==> config.mk <==
export PLATFORM = sky130hd
export DESIGN_NAME = sba_div
export DESIGN_NICKNAME = d
export VERILOG_FILES = /design/src/hdl/sba_pkg.sv /design/src/hdl/sba_div.sv
export SDC_FILE = /design/constraint.sdc
export NUM_CORES = 1
export LEC_CHECK = 0
export BUFFER_PORTS_ARGS = -buffer_cell sky130_fd_sc_hd__buf_2
export CORE_MARGIN = 8
export CORE_UTILIZATION = 30
export DETAILED_ROUTE_END_ITERATION = 10
export PLACE_DENSITY_LB_ADDON = 0.2
export SETUP_SLACK_MARGIN = 0.15
export SLEW_MARGIN = 30
export SYNTH_ARGS = -nofsm -noshare
export SYNTH_HDL_FRONTEND = slang
export SYNTH_SLANG_ARGS = --single-unit
==> constraint.sdc <==
create_clock -name clk_i -period 4 [get_ports clk_i]
set_clock_uncertainty 0.2 [all_clocks]
set_input_delay 0.4 -clock clk_i [delete_from_list [all_inputs] [get_ports clk_i]]
set_output_delay 0.4 -clock clk_i [all_outputs]
set_load 0.1 [all_outputs]
==> src/hdl/sba_pkg.sv <==
// Shared types and constants for the slab block allocator.
// No dependencies; imported by sba_div and slab_block_allocator.
`default_nettype none
package sba_pkg;

  localparam int unsigned DIV_W     = 21;
  localparam int unsigned DIV_CNT_W = $clog2(DIV_W + 1);

  localparam logic [1:0] REG_STRATEGY    = 2'd0;
  localparam logic [1:0] REG_BLOCK_BYTES = 2'd1;
  localparam logic [1:0] REG_SLAB_BYTES  = 2'd2;
  localparam logic [1:0] REG_GENERATION  = 2'd3;

  localparam logic [1:0] STRAT_BUMP = 2'd0;
  localparam logic [1:0] STRAT_LIST = 2'd1;
  localparam logic [1:0] STRAT_BINS = 2'd2;

  localparam logic OP_ALLOC = 1'b0;
  localparam logic OP_FREE  = 1'b1;

  typedef enum logic [3:0] {
    ST_IDLE,
    ST_DIV_GO,
    ST_DIV_WAIT,
    ST_PUSH,
    ST_SCAN,
    ST_READ,
    ST_POP,
    ST_MUL,
    ST_BUMP,
    ST_DONE
  } state_e;

  typedef enum logic [1:0] {
    PH_BIN,
    PH_MOD,
    PH_BLK
  } phase_e;

  typedef struct packed {
    logic             start;
    logic [DIV_W-1:0] dividend;
    logic [DIV_W-1:0] divisor;
  } div_req_t;

  typedef struct packed {
    logic             done;
    logic [DIV_W-1:0] quo;
    logic [DIV_W-1:0] rem;
  } div_rsp_t;

endpackage
`default_nettype wire

==> src/hdl/sba_div.sv <==
// Iterative restoring divider, one quotient bit per cycle.
// Depends on sba_pkg for widths and request/response structs.
`default_nettype none
module sba_div (
  input  wire logic              clk_i,
  input  wire logic              rst_ni,
  input  wire sba_pkg::div_req_t req_i,
  output      sba_pkg::div_rsp_t rsp_o
);
  import sba_pkg::*;

  logic [DIV_W-1:0]     rem_q, rem_d, quo_q, quo_d, dsr_q, dsr_d;
  logic [DIV_CNT_W-1:0] cnt_q, cnt_d;
  logic                 done_q, done_d;
  logic [DIV_W:0]       shifted, diff;

  always_comb begin
    rem_d   = rem_q;
    quo_d   = quo_q;
    dsr_d   = dsr_q;
    cnt_d   = cnt_q;
    done_d  = 1'b0;
    shifted = {rem_q, quo_q[DIV_W-1]};
    diff    = shifted - {1'b0, dsr_q};
    if (req_i.start) begin
      rem_d = '0;
      quo_d = req_i.dividend;
      dsr_d = req_i.divisor;
      cnt_d = DIV_CNT_W'(DIV_W);
    end else if (cnt_q != '0) begin
      if (shifted >= {1'b0, dsr_q}) begin
        rem_d = diff[DIV_W-1:0];
        quo_d = {quo_q[DIV_W-2:0], 1'b1};
      end else begin
        rem_d = shifted[DIV_W-1:0];
        quo_d = {quo_q[DIV_W-2:0], 1'b0};
      end
      cnt_d  = cnt_q - 1'b1;
      done_d = (cnt_q == DIV_CNT_W'(1));
    end
  end

  always_ff @(posedge clk_i or negedge rst_ni) begin
    if (!rst_ni) begin
      cnt_q  <= '0;
      done_q <= 1'b0;
    end else begin
      cnt_q  <= cnt_d;
      done_q <= done_d;
    end
  end

  always_ff @(posedge clk_i) begin
    rem_q <= rem_d;
    quo_q <= quo_d;
    dsr_q <= dsr_d;
  end

  assign rsp_o.done = done_q;
  assign rsp_o.quo  = quo_q;
  assign rsp_o.rem  = rem_q;

endmodule
`default_nettype wire

==> impl_summary.log <==
INFO  metric outcome = finished, final reports clean
INFO  metric power.density_cell_area = about 730 nW/um2
INFO  metric floorplan.initialDensity = 0.306
INFO  metric grt_first_pass_wirelength = 18.3 mm
INFO  metric die-height = 134 um
INFO  metric first_pass_iters = 5
INFO  metric final_hold_viol_count = 0
INFO  metric num_rows = between 40 and 50
INFO  metric place.detailed.hpwl = about 8.5 mm
INFO  metric layout.cells.non_filler = 681
INFO  metric detailed_place.area = 4800 um2
INFO  metric totalNegativeSetupSlack = 0 ps
INFO  metric vdd_ir_drop_max = 353 uV
INFO  metric clock_transition_at_the_registers_of_the_reported_paths = 60 ps
INFO  metric cts_setup_buffers = 0
INFO  metric grt_usage = 0.129
INFO  metric synthDistinctLibCells = 69
INFO  metric numPortBuffers = 87
INFO  metric seq_area_frac_synth = 0.435
INFO  metric maximum_achievable_frequency = 342 MHz
INFO  metric fp.coreArea = 13,800 um2
INFO  metric postCtsResizedCells = 0
INFO  metric synth_area_per_cell = 10.2 um2
INFO  metric element_type_at_the_critical_path_end = register
INFO  metric layout_commonest_cell = sky130_fd_sc_hd__buf_2
INFO  metric vias_per_cell = approximately 5.1
INFO  metric filler_cell_count = 1,437
INFO  metric setup_violations = 0
INFO  metric design_power_total = 3.73 mW
INFO  metric syn-num-nets = 482
INFO  metric worst_hold_slack = between 20 and 30 ps
INFO  metric dp.cells = 664
INFO  metric layout.nets = approximately 570
INFO  metric drt_wl_total = 11.4 mm
INFO  metric most-common-layout-cells = 87 x sky130_fd_sc_hd__buf_2, 42 x sky130_fd_sc_hd__edfxtp_1, 31 x sky130_fd_sc_hd__inv_1, 31 x sky130_fd_sc_hd__nor2_1, 24 x sky130_fd_sc_hd__ha_1
INFO  metric synth-main-ff-cell = sky130_fd_sc_hd__edfxtp_1
INFO  metric grt_max_degree = 45
INFO  metric critPathKind = reg2reg
INFO  metric worst-slew-pin-transition = 781 ps
INFO  metric startpoint_type = register
INFO  metric detail-route-antenna-nets = 0
INFO  metric yosys_warnings = 0
INFO  metric wl_per_cell = 16.7 um
INFO  metric insertion_delay = 340 ps
INFO  metric insertedDiodeCount = 0
INFO  metric cts.root.buffer_cell = sky130_fd_sc_hd__clkbuf_16
INFO  metric required_time_of_the_worst_setup_path = 4030 ps
INFO  metric cts-htree-levels = 3
INFO  metric holdCritPathClass = in2reg
INFO  metric minimum_period_implied_by_the_final_worst_setup_slack = 2930 ps
INFO  metric cts-buffers-inserted = 9
INFO  metric syn-instance-count = 412
INFO  metric area_grow_syn2layout = 21.2%
INFO  metric post_synth_instance_area = 4210 um2
INFO  metric leakage = 2.20 nW
INFO  metric period_share = 0.732
INFO  metric timing.final.max_slew_violations = 0
INFO  metric route.vias.total = between 3k and 4k
INFO  metric synth-edff-count = 42
INFO  metric critical_path.max_fanout = 12
INFO  metric remaining_global_route_overflow = 0
INFO  metric detailedRoute.firstIterationViolations = 159
INFO  metric cts_num_sinks = between 60 and 70
INFO  metric routabilityCongestion = ~0.85
INFO  metric unrepaired_setup_endpoints_after_global_routing = false
INFO  metric grt_antenna_before_repair = 0
INFO  metric ys_async_rst_share = 0.0870
INFO  metric first_global_vias = about 3.6k
INFO  metric number_of_remaining_drc_errors = 0
INFO  metric max-cap-violations = 0
INFO  metric maximum_buffer_depth_of_the_clock_tree = 2
INFO  metric die_w = 134 um
INFO  metric ys_ff_latch = 69
INFO  metric maxSlewHeadroom = 0.479
INFO  metric ios = 88
INFO  metric tritoncts = built
INFO  metric final_layout_size_suffix_gt1_frac = 0.297
INFO  metric hold_buffers = 1
INFO  metric floorplan_die_area = roughly 18,000 um2
INFO  metric post-route-cell-area = 5100 um2
INFO  metric cp_data_arrival_time = ~3000 ps
-- worst paths after layout --
kind	start	end	slack, ps	depth (start not counted)
setup / recovery	quo_q[20]	rem_q[5]	1070	11
hold / removal	req_i[17]	dsr_q[17]	30	1
setup reg to reg	quo_q[20]	rem_q[5]	1070	11
hold reg to reg	rem_q[2]	rem_q[2]	310	2
max in group asynchronous	rst_ni	cnt_q[3]	3240	2
min in group asynchronous	rst_ni	cnt_q[4]	220	2
-- power breakdown --
part	total (mW)	switching [mW]	internal [mW]
Clock	0.803	0.322	0.482
Sequential	1.00	0.117	0.883
Combinational	1.92	1.42	0.508
-- registers in the layout (all words and copies together), names as in the netlist --
register,cells
quo_q,21
done_q,1
rem_q,21
dsr_q,21
cnt_q,5
-- per-layer routing --
layer / track usage / share of wire
met5: 0 / 0
met4: 0.0424 / 0.013
met1: 0.149 / 0.43
met3: 0.0446 / 0.064
met2: 0.216 / 0.49
-- area by class of cell --
| class | instances | area (um2) | share of cell area |
|---|---|---|---|
| Clock buffer | 10 | 229 | 0.0449 |
| Tap cell | 180 | 225 | 0.0441 |
| Clock inverter | 6 | 63.8 | 0.0125 |
| Timing Repair Buffer | 95 | 498 | 0.0976 |
| Multi-Input combinational cell | 290 | 2140 | 0.419 |
| Inverter | 31 | 116 | 0.0228 |
| Sequential cell | 69 | 1830 | 0.359 |
-- cells in the mapped netlist (3+ instances only) --
library cell	instances	area (um2)
sky130_fd_sc_hd__a211oi_1	8	60.1
sky130_fd_sc_hd__a211oi_2	4	50.1
sky130_fd_sc_hd__a21o_1	5	37.5
sky130_fd_sc_hd__a21oi_1	17	85.1
sky130_fd_sc_hd__a311oi_1	3	26.3
sky130_fd_sc_hd__a32oi_1	4	35.0
sky130_fd_sc_hd__and3_1	4	25.0
sky130_fd_sc_hd__buf_2	3	15.0
sky130_fd_sc_hd__buf_4	4	30.0
sky130_fd_sc_hd__buf_6	3	33.8
sky130_fd_sc_hd__clkbuf_1	12	45.0
sky130_fd_sc_hd__dfrtp_1	6	150
sky130_fd_sc_hd__dfxtp_1	21	420
sky130_fd_sc_hd__edfxtp_1	42	1260
sky130_fd_sc_hd__ha_1	24	300
sky130_fd_sc_hd__inv_1	31	116
sky130_fd_sc_hd__mux2_2	21	236
sky130_fd_sc_hd__nand2_1	22	82.6
sky130_fd_sc_hd__nand2b_1	5	31.3
sky130_fd_sc_hd__nand3_1	17	85.1
sky130_fd_sc_hd__nand3b_1	6	45.0
sky130_fd_sc_hd__nand4_1	7	43.8
sky130_fd_sc_hd__nand4b_1	3	26.3
sky130_fd_sc_hd__nor2_1	31	116
sky130_fd_sc_hd__nor2b_1	3	18.8
sky130_fd_sc_hd__nor3_1	9	45.0
sky130_fd_sc_hd__nor4_1	5	31.3
sky130_fd_sc_hd__o211ai_1	4	30.0
sky130_fd_sc_hd__o21ai_0	17	85.1
sky130_fd_sc_hd__o21ai_1	7	35.0
sky130_fd_sc_hd__o31ai_1	6	45.0
sky130_fd_sc_hd__xnor2_1	8	70.1
sky130_fd_sc_hd__xor2_1	6	52.6
-- logic make-up (layout without fill, tap and decap cells) --
logic type,count (synthesis),count (layout),synth area share
AND/OR/NAND/NOR,126,126,0.162
AO/OA/AOI/OAI,102,102,0.179
flip-flops,69,69,0.435
buffers and inverters,53,142,0.0571
adder cells (fa/ha/maj),25,25,0.0761
multiplexers,23,23,0.0609
XOR/XNOR,14,14,0.0291
-- per-stage QoR --
| stage | setup WS [ps] | util |
|---|---|---|
| 6_report | 1070 | 0.370 |
| 5_1_grt | 812 | 0.370 |
| 4_1_cts | 1070 | 0.370 |
| 3_5_place_dp | 1090 | 0.348 |
| 3_3_place_gp | 1150 | 0.348 |
| 2_1_floorplan | 807 | - |
-- critical path, stage by stage (launching register included) --
cell and delay (ps):
sky130_fd_sc_hd__edfxtp_1 400, sky130_fd_sc_hd__inv_1 80, sky130_fd_sc_hd__ha_1 150, sky130_fd_sc_hd__inv_1 50, sky130_fd_sc_hd__fa_1 390, sky130_fd_sc_hd__a21oi_1 310, sky130_fd_sc_hd__o211ai_4 160, sky130_fd_sc_hd__o211ai_1 240
sky130_fd_sc_hd__nand4_1 150, sky130_fd_sc_hd__buf_4 210, sky130_fd_sc_hd__or3_1 340, sky130_fd_sc_hd__o211a_1 120
Note: power is estimated with default switching activity, not from simulation.
